[config.mk]
export PLATFORM = sky130hd
export DESIGN_NAME = api_tx_request_framer_flat
export DESIGN_NICKNAME = d
export VERILOG_FILES = /design/src/hdl/api_tx_pkg.sv /design/src/hdl/api_tx_in_if.sv /design/src/hdl/api_tx_out_if.sv /design/src/hdl/api_tx_queue.sv /design/src/hdl/api_tx_front.sv /design/src/hdl/api_tx_back.sv /design/src/hdl/api_tx_request_framer.sv /design/src/flat_wrapper.sv
export SDC_FILE = /design/constraint.sdc
export NUM_CORES = 1
export LEC_CHECK = 0
export ABC_CLOCK_PERIOD_IN_PS = 5600
export BUFFER_PORTS_ARGS = -buffer_cell sky130_fd_sc_hd__buf_2
export CAP_MARGIN = 10
export CORE_ASPECT_RATIO = 1.25
export CORE_MARGIN = 10
export CORE_UTILIZATION = 40
export DETAILED_ROUTE_END_ITERATION = 8
export GPL_TIMING_DRIVEN = 1
export SLEW_MARGIN = 20
export SYNTH_ARGS = -nofsm -noshare
export SYNTH_HDL_FRONTEND = slang
export SYNTH_SLANG_ARGS = --single-unit
[constraint.sdc]
create_clock -name i_clk -period 5.6 [get_ports i_clk]
set_clock_uncertainty 0.15 [all_clocks]
set_input_delay 0.56 -clock i_clk [delete_from_list [all_inputs] [get_ports i_clk]]
set_output_delay 0.56 -clock i_clk [all_outputs]
set_load 0.1 [all_outputs]
[src/hdl/api_tx_pkg.sv]
// Package for the API transmit-request framer: queue entry, config and status types,
// frame byte positions and protocol constants. No dependencies.
package api_tx_pkg;

    // Queue between front and back
    localparam int QUEUE_DEPTH = 4;
    localparam int QPTR_W      = $clog2(QUEUE_DEPTH);

    // Protocol constants
    localparam logic [7:0]  START_DELIM = 8'h7E;
    localparam logic [7:0]  FRAME_TYPE  = 8'h10;
    localparam logic [7:0]  CSUM_BASE   = 8'hFF;
    localparam logic [15:0] LEN_OFFSET  = 16'd14;
    localparam logic [7:0]  FRAME_ID_RST  = 8'h01;
    localparam logic [15:0] NET_ADDR_RST  = 16'hFFFE;

    // Configuration register indexes
    localparam int CFG_IDX_W = 2;
    localparam logic [CFG_IDX_W-1:0] CFG_FRAME_ID = 2'd0;
    localparam logic [CFG_IDX_W-1:0] CFG_NET_ADDR = 2'd1;
    localparam logic [CFG_IDX_W-1:0] CFG_RADIUS   = 2'd2;
    localparam logic [CFG_IDX_W-1:0] CFG_OPTIONS  = 2'd3;
    localparam int CFG_DATA_W = 16;

    // Position of an output byte within the frame
    typedef logic [4:0] t_pos;
    localparam t_pos POS_START   = 5'd0;
    localparam t_pos POS_LEN_HI  = 5'd1;
    localparam t_pos POS_LEN_LO  = 5'd2;
    localparam t_pos POS_TYPE    = 5'd3;
    localparam t_pos POS_FRAME_ID = 5'd4;
    localparam t_pos POS_ADDR0   = 5'd5;
    localparam t_pos POS_ADDR7   = 5'd12;
    localparam t_pos POS_NET_HI  = 5'd13;
    localparam t_pos POS_NET_LO  = 5'd14;
    localparam t_pos POS_RADIUS  = 5'd15;
    localparam t_pos POS_OPTIONS = 5'd16;
    localparam t_pos POS_DATA    = 5'd17;
    localparam t_pos POS_CHECK   = 5'd18;

    // One classified item as it waits in the queue
    typedef struct packed {
        logic [7:0]  payload_byte;
        logic        first_byte;
        logic        last_byte;
        logic [63:0] dest_address;
        logic [7:0]  payload_length;
    } t_entry;

    // Queue status seen by front and back
    typedef struct packed {
        logic not_empty;
        logic full;
    } t_qstat;

    // Header fields held in configuration registers
    typedef struct packed {
        logic [7:0]  frame_id;
        logic [15:0] dest_network_address;
        logic [7:0]  broadcast_radius;
        logic [7:0]  transmit_options;
    } t_cfg;

endpackage

[src/hdl/api_tx_in_if.sv]
// Input channel of the framer: valid/ready handshake with one payload byte and frame info.
// Depends on nothing.
interface api_tx_in_if;
    logic        valid;
    logic        ready;
    logic [7:0]  payload_byte;
    logic        first_byte;
    logic        last_byte;
    logic [63:0] dest_address;
    logic [7:0]  payload_length;

    modport source (
        output valid, payload_byte, first_byte, last_byte, dest_address, payload_length,
        input  ready
    );
    modport sink (
        input  valid, payload_byte, first_byte, last_byte, dest_address, payload_length,
        output ready
    );
endinterface

[src/hdl/api_tx_out_if.sv]
// Output channel of the framer: valid/ready handshake with one framed byte and flags.
// Depends on nothing.
interface api_tx_out_if;
    logic       valid;
    logic       ready;
    logic [7:0] out_byte;
    logic       end_of_run;
    logic       end_of_frame;
    logic       length_mismatch;

    modport source (
        output valid, out_byte, end_of_run, end_of_frame, length_mismatch,
        input  ready
    );
    modport sink (
        input  valid, out_byte, end_of_run, end_of_frame, length_mismatch,
        output ready
    );
endinterface

[src/hdl/api_tx_queue.sv]
// Short FIFO of classified items between the front and the back of the framer.
// Depends on api_tx_pkg.
module api_tx_queue (
    input  logic               i_clk,
    input  logic               i_rst_n,
    input  logic               i_push,
    input  api_tx_pkg::t_entry i_entry,
    input  logic               i_pop,
    output api_tx_pkg::t_entry o_head,
    output api_tx_pkg::t_qstat o_stat
);

    api_tx_pkg::t_entry r_mem [api_tx_pkg::QUEUE_DEPTH];
    logic [api_tx_pkg::QPTR_W-1:0] r_wr;
    logic [api_tx_pkg::QPTR_W-1:0] r_rd;
    logic [api_tx_pkg::QPTR_W:0]   r_cnt;

    // Storage is written at the tail only.
    always_ff @(posedge i_clk) begin
        if (i_push) begin
            r_mem[r_wr] <= i_entry;
        end
    end

    // Pointers and fill count.
    always_ff @(posedge i_clk) begin
        if (!i_rst_n) begin
            r_wr  <= '0;
            r_rd  <= '0;
            r_cnt <= '0;
        end else begin
            if (i_push) begin
                r_wr <= r_wr + 1'b1;
            end
            if (i_pop) begin
                r_rd <= r_rd + 1'b1;
            end
            case ({i_push, i_pop})
                2'b10:   r_cnt <= r_cnt + 1'b1;
                2'b01:   r_cnt <= r_cnt - 1'b1;
                default: r_cnt <= r_cnt;
            endcase
        end
    end

    assign o_head           = r_mem[r_rd];
    assign o_stat.not_empty = (r_cnt != '0);
    assign o_stat.full      = (r_cnt == (api_tx_pkg::QPTR_W+1)'(api_tx_pkg::QUEUE_DEPTH));

endmodule

[src/hdl/api_tx_front.sv]
// Front end of the framer: accepts input items, tracks whether a frame is open,
// drops stray bytes and queues the rest. Depends on api_tx_pkg and api_tx_in_if.
module api_tx_front #(
    parameter int MAX_PAYLOAD = 255
) (
    input  logic               i_clk,
    input  logic               i_rst_n,
    api_tx_in_if.sink          i_req,
    input  api_tx_pkg::t_qstat i_qstat,
    output logic               o_push,
    output api_tx_pkg::t_entry o_entry
);

    // The length field is eight bits, so the limit only bites below 255.
    localparam int         SAT_LEN  = (MAX_PAYLOAD < 255) ? MAX_PAYLOAD : 255;
    localparam logic [7:0] SAT_LEN8 = 8'(SAT_LEN);

    logic r_frame_open;
    logic w_accept;
    logic w_keep;

    // Accept whenever the queue has room.
    assign i_req.ready = !i_qstat.full;
    assign w_accept    = i_req.valid && i_req.ready;

    // A byte is kept if it opens a frame or belongs to an open one.
    assign w_keep = i_req.first_byte || r_frame_open;
    assign o_push = w_accept && w_keep;

    // Build the queue entry, with the declared length saturated.
    always_comb begin
        o_entry.payload_byte   = i_req.payload_byte;
        o_entry.first_byte     = i_req.first_byte;
        o_entry.last_byte      = i_req.last_byte;
        o_entry.dest_address   = i_req.dest_address;
        o_entry.payload_length = (i_req.payload_length > SAT_LEN8) ? SAT_LEN8
                                                                   : i_req.payload_length;
    end

    // Frame open tracking.
    always_ff @(posedge i_clk) begin
        if (!i_rst_n) begin
            r_frame_open <= 1'b0;
        end else if (o_push) begin
            r_frame_open <= !i_req.last_byte;
        end
    end

endmodule

[src/hdl/api_tx_back.sv]
// Back end of the framer: walks each queued item through its header (if first), data and checksum (if last)
// positions, one byte per cycle into the output register unless stalled. Depends on api_tx_pkg, api_tx_out_if.
module api_tx_back (
    input  logic                                i_clk,
    input  logic                                i_rst_n,
    input  logic                                i_cfg_we,
    input  logic [api_tx_pkg::CFG_IDX_W-1:0]    i_cfg_index,
    input  logic [api_tx_pkg::CFG_DATA_W-1:0]   i_cfg_data,
    input  api_tx_pkg::t_entry                  i_head,
    input  api_tx_pkg::t_qstat                  i_qstat,
    output logic                                o_pop,
    api_tx_out_if.source                        o_frm
);

    api_tx_pkg::t_cfg r_cfg;
    api_tx_pkg::t_pos r_pos;
    logic             r_busy;
    logic [7:0]       r_sum;
    logic [7:0]       r_seen;
    logic [7:0]       r_declared;
    logic             r_valid;
    logic [7:0]       r_byte;
    logic             r_eor;
    logic             r_eof;
    logic             r_mism;

    api_tx_pkg::t_pos w_pos;
    api_tx_pkg::t_pos w_end;
    logic             w_adv;
    logic             w_go;
    logic [15:0]      w_total;
    logic [2:0]       w_addr_idx;
    logic [63:0]      w_addr_shift;
    logic [7:0]       w_byte;
    logic             w_summed;

    // Configuration registers.
    always_ff @(posedge i_clk) begin
        if (!i_rst_n) begin
            r_cfg.frame_id             <= api_tx_pkg::FRAME_ID_RST;
            r_cfg.dest_network_address <= api_tx_pkg::NET_ADDR_RST;
            r_cfg.broadcast_radius     <= 8'd0;
            r_cfg.transmit_options     <= 8'd0;
        end else if (i_cfg_we) begin
            case (i_cfg_index)
                api_tx_pkg::CFG_FRAME_ID: r_cfg.frame_id <= i_cfg_data[7:0];
                api_tx_pkg::CFG_NET_ADDR: r_cfg.dest_network_address <= i_cfg_data;
                api_tx_pkg::CFG_RADIUS:   r_cfg.broadcast_radius <= i_cfg_data[7:0];
                api_tx_pkg::CFG_OPTIONS:  r_cfg.transmit_options <= i_cfg_data[7:0];
                default:                  r_cfg <= r_cfg;
            endcase
        end
    end

    // Current position: a fresh item starts at the header or straight at its data byte.
    assign w_pos = r_busy ? r_pos
                          : (i_head.first_byte ? api_tx_pkg::POS_START : api_tx_pkg::POS_DATA);
    assign w_end = i_head.last_byte ? api_tx_pkg::POS_CHECK : api_tx_pkg::POS_DATA;

    // The output register moves when empty or when its byte is taken.
    assign w_adv = !r_valid || o_frm.ready;
    assign w_go  = w_adv && i_qstat.not_empty;
    assign o_pop = w_go && (w_pos == w_end);

    // Byte selection for the current position.
    assign w_total      = api_tx_pkg::LEN_OFFSET + {8'd0, i_head.payload_length};
    assign w_addr_idx   = 3'(w_pos - api_tx_pkg::POS_ADDR0);
    assign w_addr_shift = i_head.dest_address << {w_addr_idx, 3'b000};
    assign w_summed     = (w_pos >= api_tx_pkg::POS_TYPE) && (w_pos <= api_tx_pkg::POS_DATA);

    always_comb begin
        case (w_pos)
            api_tx_pkg::POS_START:    w_byte = api_tx_pkg::START_DELIM;
            api_tx_pkg::POS_LEN_HI:   w_byte = w_total[15:8];
            api_tx_pkg::POS_LEN_LO:   w_byte = w_total[7:0];
            api_tx_pkg::POS_TYPE:     w_byte = api_tx_pkg::FRAME_TYPE;
            api_tx_pkg::POS_FRAME_ID: w_byte = r_cfg.frame_id;
            api_tx_pkg::POS_NET_HI:   w_byte = r_cfg.dest_network_address[15:8];
            api_tx_pkg::POS_NET_LO:   w_byte = r_cfg.dest_network_address[7:0];
            api_tx_pkg::POS_RADIUS:   w_byte = r_cfg.broadcast_radius;
            api_tx_pkg::POS_OPTIONS:  w_byte = r_cfg.transmit_options;
            api_tx_pkg::POS_DATA:     w_byte = i_head.payload_byte;
            api_tx_pkg::POS_CHECK:    w_byte = api_tx_pkg::CSUM_BASE - r_sum;
            default:                  w_byte = w_addr_shift[63:56];
        endcase
    end

    // Position sequencer.
    always_ff @(posedge i_clk) begin
        if (!i_rst_n) begin
            r_busy <= 1'b0;
            r_pos  <= api_tx_pkg::POS_START;
        end else if (w_go) begin
            r_busy <= (w_pos != w_end);
            r_pos  <= w_pos + 1'b1;
        end
    end

    // Checksum sum and byte count of the open frame.
    always_ff @(posedge i_clk) begin
        if (!i_rst_n) begin
            r_sum      <= 8'd0;
            r_seen     <= 8'd0;
            r_declared <= 8'd0;
        end else if (w_go) begin
            if (w_pos == api_tx_pkg::POS_START) begin
                r_sum      <= 8'd0;
                r_seen     <= 8'd0;
                r_declared <= i_head.payload_length;
            end else if (w_pos == api_tx_pkg::POS_CHECK) begin
                r_sum      <= 8'd0;
                r_seen     <= 8'd0;
                r_declared <= 8'd0;
            end else begin
                if (w_summed) begin
                    r_sum <= r_sum + w_byte;
                end
                if ((w_pos == api_tx_pkg::POS_DATA) && (r_seen != 8'hFF)) begin
                    r_seen <= r_seen + 8'd1;
                end
            end
        end
    end

    // Output register control.
    always_ff @(posedge i_clk) begin
        if (!i_rst_n) begin
            r_valid <= 1'b0;
        end else if (w_adv) begin
            r_valid <= w_go;
        end
    end

    // Output register payload.
    always_ff @(posedge i_clk) begin
        if (w_go) begin
            r_byte <= w_byte;
            r_eor  <= (w_pos == w_end);
            r_eof  <= (w_pos == api_tx_pkg::POS_CHECK);
            r_mism <= (w_pos == api_tx_pkg::POS_CHECK) && (r_seen != r_declared);
        end
    end

    assign o_frm.valid           = r_valid;
    assign o_frm.out_byte        = r_byte;
    assign o_frm.end_of_run      = r_eor;
    assign o_frm.end_of_frame    = r_eof;
    assign o_frm.length_mismatch = r_mism;

endmodule

[src/hdl/api_tx_request_framer.sv]
// API transmit-request framer.
// Input channel i_req carries payload bytes with first/last marks; the byte marked first also
// carries the 64-bit destination address and the declared payload length. Output channel o_frm
// carries the framed byte stream: on the first byte a 17-byte header (delimiter, length, frame
// type, frame id, address, network address, radius, options), then each payload byte, and
// after the last byte a checksum flagged end_of_frame, with length_mismatch set when the count
// of bytes differs from the declared length. end_of_run marks the last byte caused by an item.
// Four header registers are written through the i_cfg_* port. The user must write them only
// while the block is idle; the block itself does not enforce this. An accepted item enters a
// four-entry queue, and the back end moves its bytes from there into the output register.
// The output side produces one byte per cycle while o_frm is not stalled; a plain payload item
// yields one byte, an opening item 18 bytes and a closing item one more, its checksum;
// the output sequencer sets the sustained rate. The input accepts one item per cycle while the
// queue has room; bytes with no open frame are dropped at the input and produce nothing.
// A stall on o_frm holds the output register, then fills the queue, then lowers i_req.ready.
// Synchronous reset empties the queue, closes any frame and restores the register defaults.
// Depends on api_tx_pkg, api_tx_in_if, api_tx_out_if, api_tx_front, api_tx_queue, api_tx_back.
module api_tx_request_framer #(
    parameter int MAX_PAYLOAD = 255
) (
    input  logic                              i_clk,
    input  logic                              i_rst_n,
    input  logic                              i_cfg_we,
    input  logic [api_tx_pkg::CFG_IDX_W-1:0]  i_cfg_index,
    input  logic [api_tx_pkg::CFG_DATA_W-1:0] i_cfg_data,
    api_tx_in_if.sink                         i_req,
    api_tx_out_if.source                      o_frm
);

    api_tx_pkg::t_entry w_entry;
    api_tx_pkg::t_entry w_head;
    api_tx_pkg::t_qstat w_qstat;
    logic               w_push;
    logic               w_pop;

    // Input classification.
    api_tx_front #(
        .MAX_PAYLOAD (MAX_PAYLOAD)
    ) u_front (
        .i_clk   (i_clk),
        .i_rst_n (i_rst_n),
        .i_req   (i_req),
        .i_qstat (w_qstat),
        .o_push  (w_push),
        .o_entry (w_entry)
    );

    // Decoupling queue.
    api_tx_queue u_queue (
        .i_clk   (i_clk),
        .i_rst_n (i_rst_n),
        .i_push  (w_push),
        .i_entry (w_entry),
        .i_pop   (w_pop),
        .o_head  (w_head),
        .o_stat  (w_qstat)
    );

    // Frame byte generation.
    api_tx_back u_back (
        .i_clk       (i_clk),
        .i_rst_n     (i_rst_n),
        .i_cfg_we    (i_cfg_we),
        .i_cfg_index (i_cfg_index),
        .i_cfg_data  (i_cfg_data),
        .i_head      (w_head),
        .i_qstat     (w_qstat),
        .o_pop       (w_pop),
        .o_frm       (o_frm)
    );

    // A mismatch flag only ever rides on the checksum byte.
    a_mism_on_check: assert property (@(posedge i_clk) disable iff (!i_rst_n)
        o_frm.valid && o_frm.length_mismatch |-> o_frm.end_of_frame)
        else $error("length_mismatch outside checksum byte");

    // The checksum always ends the run of its item.
    a_check_ends_run: assert property (@(posedge i_clk) disable iff (!i_rst_n)
        o_frm.valid && o_frm.end_of_frame |-> o_frm.end_of_run)
        else $error("checksum byte without end_of_run");

    // A queued item is visible to the back end in the next cycle.
    a_push_visible: assert property (@(posedge i_clk) disable iff (!i_rst_n)
        w_push |=> w_qstat.not_empty)
        else $error("queued item lost");

    // The queue is never popped while empty.
    a_no_empty_pop: assert property (@(posedge i_clk) disable iff (!i_rst_n)
        w_pop |-> w_qstat.not_empty)
        else $error("pop from empty queue");

endmodule

[src/flat_wrapper.sv]
// flat-port wrapper written by rule: the top's interface ports become plain ports
module api_tx_request_framer_flat 
#(
    parameter int MAX_PAYLOAD = 255
)
  (i_clk, i_rst_n, i_cfg_we, i_cfg_index, i_cfg_data, i_req_valid, i_req_payload_byte, i_req_first_byte, i_req_last_byte, i_req_dest_address, i_req_payload_length, i_req_ready, o_frm_valid, o_frm_out_byte, o_frm_end_of_run, o_frm_end_of_frame, o_frm_length_mismatch, o_frm_ready);
  api_tx_in_if i_req_i ();
  api_tx_out_if o_frm_i ();
  input  logic i_clk;
  input  logic i_rst_n;
  input  logic i_cfg_we;
  input  logic [api_tx_pkg::CFG_IDX_W-1:0] i_cfg_index;
  input  logic [api_tx_pkg::CFG_DATA_W-1:0] i_cfg_data;
  input wire logic [$bits(i_req_i.valid)-1:0] i_req_valid;
  input wire logic [$bits(i_req_i.payload_byte)-1:0] i_req_payload_byte;
  input wire logic [$bits(i_req_i.first_byte)-1:0] i_req_first_byte;
  input wire logic [$bits(i_req_i.last_byte)-1:0] i_req_last_byte;
  input wire logic [$bits(i_req_i.dest_address)-1:0] i_req_dest_address;
  input wire logic [$bits(i_req_i.payload_length)-1:0] i_req_payload_length;
  output wire logic [$bits(i_req_i.ready)-1:0] i_req_ready;
  output wire logic [$bits(o_frm_i.valid)-1:0] o_frm_valid;
  output wire logic [$bits(o_frm_i.out_byte)-1:0] o_frm_out_byte;
  output wire logic [$bits(o_frm_i.end_of_run)-1:0] o_frm_end_of_run;
  output wire logic [$bits(o_frm_i.end_of_frame)-1:0] o_frm_end_of_frame;
  output wire logic [$bits(o_frm_i.length_mismatch)-1:0] o_frm_length_mismatch;
  input wire logic [$bits(o_frm_i.ready)-1:0] o_frm_ready;
  assign i_req_i.valid = i_req_valid;
  assign i_req_i.payload_byte = i_req_payload_byte;
  assign i_req_i.first_byte = i_req_first_byte;
  assign i_req_i.last_byte = i_req_last_byte;
  assign i_req_i.dest_address = i_req_dest_address;
  assign i_req_i.payload_length = i_req_payload_length;
  assign i_req_ready = i_req_i.ready;
  assign o_frm_valid = o_frm_i.valid;
  assign o_frm_out_byte = o_frm_i.out_byte;
  assign o_frm_end_of_run = o_frm_i.end_of_run;
  assign o_frm_end_of_frame = o_frm_i.end_of_frame;
  assign o_frm_length_mismatch = o_frm_i.length_mismatch;
  assign o_frm_i.ready = o_frm_ready;
  api_tx_request_framer #(.MAX_PAYLOAD(MAX_PAYLOAD)) u_core (.i_clk(i_clk), .i_rst_n(i_rst_n), .i_cfg_we(i_cfg_we), .i_cfg_index(i_cfg_index), .i_cfg_data(i_cfg_data), .i_req(i_req_i), .o_frm(o_frm_i));
endmodule
== Word-level counts from Yosys, hierarchy flattened ==
Memories as Yosys holds them, arrays and structs flattened. A register that Yosys moved wholly into a read port is not among the register bits.
Index checks and enable logic that the tools add are counted.
Storage, ports and cells
  register bits after elaboration: 90
  bits in latches: 0
  RAM bits: 328
  memory bits (read-only): 0
  memories kept: 1
Operators by class
  $add $sub $neg: 10
  multipliers: 0
  div/mod/pow operators: 0
  $lt $le $gt $ge: 3
  equal/unequal tests: 20
  shifts and indexed selects: 1
  multiplexer cells: 18
  bitwise logic cells: 0
  reduce and logical (&&, ||, !) cells: 26
Memories
  u_core.u_queue.r_mem: depth 4, bits a word 82, read ports 1, clocked after memory_dff 1, write ports 1, line api_tx_queue.sv:13  | api_tx_pkg::t_entry r_mem [api_tx_pkg::QUEUE_DEPTH];
Operators with widths (number)
  $pmux 8 s11: 1
  $mux 8: 9
  $shl 64x6->64: 1
  $eq 5x4->1 const B: 3
  $eq 5x5->1 const B: 3
  $reduce_and 2->1: 7
  $eq 5x2->1 const B: 2
  $mux 5: 2
  $add 4x8->9 const A: 1
  $reduce_bool 3->1: 3
  $add 8x1->8 const B: 1
  $add 8x8->8: 1
  $gt 8x8->1 const B: 1
  $ne 8x8->1: 1
  $ne 8x8->1 const B: 1
  $sub 8x8->8 const A: 1
  $logic_and 1x1->1: 7
  $eq 2x2->1 const B: 3
  $mux 2: 3
  $pmux 3 s2: 1
  $add 5x1->5 const B: 1
  $eq 5x1->1 const B: 1
  $eq 5x3->1 const B: 1
  $eq 5x5->1: 1
  other kinds (15): 22

== Longest topological paths before layout ==
  depth in word-level cells: 9
  mapped depth: 24
  mapped depth without buffers: 21

== Cells and area by module ==
Synthesis repeated with hierarchy kept, for this count alone.
Unflattened totals
  cell total of the unflattened synthesis: 1118
  area, all modules: 17818.3 um^2
Modules (own cells, without submodules)
  api_tx_queue: times used 1, cells an instance 474, area an instance 12366.9 um^2, seq. area each 10029.6 um^2
  api_tx_back: times used 1, cells an instance 556, area an instance 4775.8 um^2, seq. area each 1751.7 um^2
  api_tx_front: times used 1, cells an instance 88, area an instance 675.6 um^2, seq. area each 20.0 um^2

== Least setup slack after synthesis ==
No wires, ideal clock.
  kind: flip-flop to flip-flop
  from: register with a tool-made name
  to: register u_core.u_back.r_sum[7]
  library setup time: 0.140 ns
  arrival time: 4.967 ns
  required time: 5.310 ns
  path slack: 0.342 ns
  stages on the path, launching flop included: 22
  path buffers: 4
  clock period less this slack: 5.258 ns
  cells stage by stage: dfxtp_1 > buf_6 > mux4_2 > mux2i_4 > inv_4 > buf_2 > ha_1 > a21bo_2 > and2_1 > clkbuf_1 > clkbuf_1 > mux2i_1 > a22oi_1 > a211o_1 > ha_1 > a21o_1 > a21oi_1 > o21ai_0 > o41ai_1 > o21ai_0 > o311ai_0 > o211ai_1
RTL lines
  to (signal assigned): line api_tx_back.sv:116  | r_sum <= r_sum + w_byte;
  to (decl): line api_tx_back.sv:18  | logic [7:0] r_sum;

==> flow_metrics.env <==
export IMPL_status="completed"
export IMPL_ys_warnings_count=0
export IMPL_synth_seq_area_share_pct=69.6
export IMPL_worst_pin_slew_ns=1.03
export IMPL_grt_overflow=0
export IMPL_required_ns=5.85
export IMPL_grt_max_degree=82
export IMPL_drc_errors=0
export IMPL_core_area_um2=42000
export IMPL_drive_above_1_share_pct=25.5
export IMPL_port_buffer_count=117
export IMPL_maxCapViolations=0
export IMPL_drt_vias_per_instance=5.27
export IMPL_setup_tns_ns=0
export IMPL_synth_edff_count=339
export IMPL_ys_ff_latch=420
export IMPL_antenna_found_initial=13
export IMPL_start_kind="flop"
export IMPL_layout_common_cells="339 x edfxtp_1, 117 x buf_2, 90 x mux4_2"
export IMPL_synth_top_area_share_pct=60.0
export IMPL_grt_usage_pct=14.7
export IMPL_place_hpwl_um=25000
export IMPL_fin_crit_ns=4.93
export IMPL_ant_nets=0
export IMPL_netlist_instances=1015
export IMPL_grt_pass1_vias=9621
export IMPL_clk_pin_slew_worst_paths_ns=0.06
export IMPL_yosysUniqueCellTypes=59
export IMPL_cts_tree="done"
export IMPL_ys_flop_type="edfxtp_1"
export IMPL_setup_viol_count_final=0
export IMPL_r2r_slack_ns=0.67
export IMPL_die_y_um=250
export IMPL_grt_pass1_wl_um=58500
export IMPL_syn_nets=1142
export IMPL_hp_class="in2reg"
export IMPL_hold_buffers=0
export IMPL_fillers=3713
export IMPL_die_area_um2=51100
export IMPL_p_leak_nw=6.78
export IMPL_cp_end_kind="flop"
export IMPL_pre_cts_slack_ns=0.711
export IMPL_rr_endpoint="u_core.u_back.r_sum[7]"
export IMPL_timing_final_crit_share_pct=88.1
export IMPL_synth_top_cells_by_area="edfxtp_1 60%, mux4_2 12%, dfxtp_1 9.6%"
export IMPL_rsz0062_at_grt="no"
export IMPL_avgSynthCellArea_um2=16.7
export IMPL_max_freq_mhz=203
export IMPL_place_congestion=0.925
export IMPL_nets=1275
export IMPL_wl_um=37600
export IMPL_crit_path_end="u_core.u_back.r_sum[7]"
export IMPL_syn2layout_area_growth_pct=15.3
export IMPL_avgRoutedWirePerCell_um=21.6
export IMPL_path_max_fanout=6
export IMPL_die_width_um=204
export IMPL_final_common_cell="edfxtp_1"
export IMPL_finalPower_mw=7.38
export IMPL_initial_utilization_pct=40.4
export IMPL_root_buffer="clkbuf_16"
export IMPL_fin_util_pct=46.5
export IMPL_insertion_delay_ns=0.55
export IMPL_cts_buffer_depth=3
export IMPL_setup_ws_ns=0.668
export IMPL_report_final_slew_viol_count=0
export IMPL_p_per_area_nw_per_um2=377
export IMPL_post_cts_buffers=0
export IMPL_numCtsBuffers=42
export IMPL_ir_worst_vdd_uv=211
export IMPL_synth_top_area_cell="edfxtp_1"
export IMPL_cts_sinks=420
export IMPL_htreeDepth=2
export IMPL_hold_viol=0
export IMPL_cts_repair_resized=0
export IMPL_whs_ns=0.0753
export IMPL_io_pins=118
export IMPL_arrival_ns=5.18
export IMPL_syn_area_um2=17000
export IMPL_vias=9181
export IMPL_critical_path_class="reg2reg"
export IMPL_first_pass_iters=5
export IMPL_worst_slew_margin_rel_pct=31.5
export IMPL_reg2regPathDepth=17
export IMPL_rows=84
export IMPL_async_flop_share_pct=0
export IMPL_detail_route_iter0_violations=681
==> routing by layer <==
layer  vias to the layer above  GRT usage [%]  wire (um)
li1                       4255              -          -
met1                      4618           18.7      15700
met2                       224           24.3      18500
met3                        74           3.46       2210
met4                        10           4.85       1110
met5                         -              0         49
==> worst max-delay path: stages (launching register included) <==
cell and delay (ns):
dfxtp_4 0.37, mux4_2 0.56, mux2i_4 0.25, ha_1 0.27, and4_1 0.21, ha_1 0.21, nor4_1 0.09, a22oi_1 0.60
a311oi_1 0.11, a211o_1 0.35, ha_1 0.20, a21o_1 0.16, a21oi_1 0.21, o21ai_0 0.16, o41ai_1 0.47, o21ai_0 0.16
o311ai_0 0.13, o211ai_1 0.14
==> sequential cells by signal, summed over array words and instances (netlist names), 2 cells and up, named ones only <==
signal and flops:
u_core.u_back.o_frm.out_byte 8, u_core.u_back.r_cfg 40, u_core.u_back.r_declared 8, u_core.u_back.r_pos 5, u_core.u_back.r_seen 8, u_core.u_back.r_sum 8
u_core.u_queue.r_cnt 3, u_core.u_queue.r_mem 328, u_core.u_queue.r_rd 2, u_core.u_queue.r_wr 2
==> per-stage QoR <==
step / instance area [um2] / instances
2_1_floorplan: 17000 / 1015
3_3_place_gp: 18200 / 1663
3_5_place_dp: 18200 / 1663
4_1_cts: 19600 / 1738
5_1_grt: 19600 / 1738
6_report: 19600 / 1741
==> layout make-up <==
class,instances,area (um2),area share (%)
Sequential cell,420,11800,60.4
Timing Repair Buffer,140,771,3.94
Antenna cell,3,7.51,0.0384
Clock inverter,20,201,1.03
Clock buffer,55,1120,5.73
Multi-Input combinational cell,523,4870,24.9
Tap cell,559,699,3.58
Inverter,21,81.3,0.416
==> where the power goes <==
group / switching (mW) / internal (mW)
logic: 0.702 / 0.392
clock network: 1.16 / 1.56
registers: 0.0555 / 3.52
==> worst min path at each step <==
| stage | to | depth (start not counted) | from | slack [ns] |
|---|---|---|---|---|
| 2_1_floorplan | u_core.u_back.r_cfg[16] | 2 | u_core.u_back.r_cfg[16] | 0.29 |
| 3_5_place_dp | u_core.u_back.r_cfg[21] | 2 | u_core.u_back.r_cfg[21] | 0.31 |
| 3_3_place_gp | u_core.u_back.o_frm.valid | 2 | u_core.u_back.o_frm.valid | 0.31 |
| 4_1_cts | u_core.u_queue.r_mem[3][65] | 1 | i_req_dest_address[57] | 0.05 |
| 6_report | u_core.u_queue.r_mem[2][32] | 1 | i_req_dest_address[24] | 0.08 |
| 5_1_grt | u_core.u_queue.r_mem[2][37] | 1 | i_req_dest_address[29] | 0.05 |
==> cell families (layout without fill, tap and decap cells) <==
kind of cell / count (synthesis) / in the layout / synth area share [%]
fa+ha+maj: 22 / 22 / 1.71
flops: 420 / 420 / 69.6
buf+inv: 72 / 236 / 1.76
compound gates: 117 / 117 / 4.74
simple gates: 220 / 220 / 6.05
mux: 134 / 134 / 14.6
xor+xnor: 30 / 30 / 1.55
other cells: 0 / 3 / 0
==> cell usage after synthesis (2+ instances only) <==
master,count
or3_1,4
o211ai_1,4
a211oi_1,10
o21ai_0,18
a311oi_1,4
nand4_1,5
buf_2,14
nor2b_1,5
a2bb2oi_1,2
nand3_1,33
nand2_1,63
fa_1,2
o2111ai_1,3
a21o_1,4
a22o_1,10
a211o_1,2
mux2i_1,43
clkbuf_1,31
and4b_1,2
xor2_1,23
and2_1,10
dfxtp_1,81
nand3b_1,3
and3_1,5
o21a_1,2
a22oi_1,18
nor4_1,8
xnor2_1,7
buf_1,4
a21boi_0,2
inv_1,19
nor3_1,8
edfxtp_1,339
nand2b_1,5
nor2_1,64
a21oi_1,25
ha_1,20
mux4_2,90
o22ai_1,3
No activity file was read; power rests on OpenSTA's default activity.
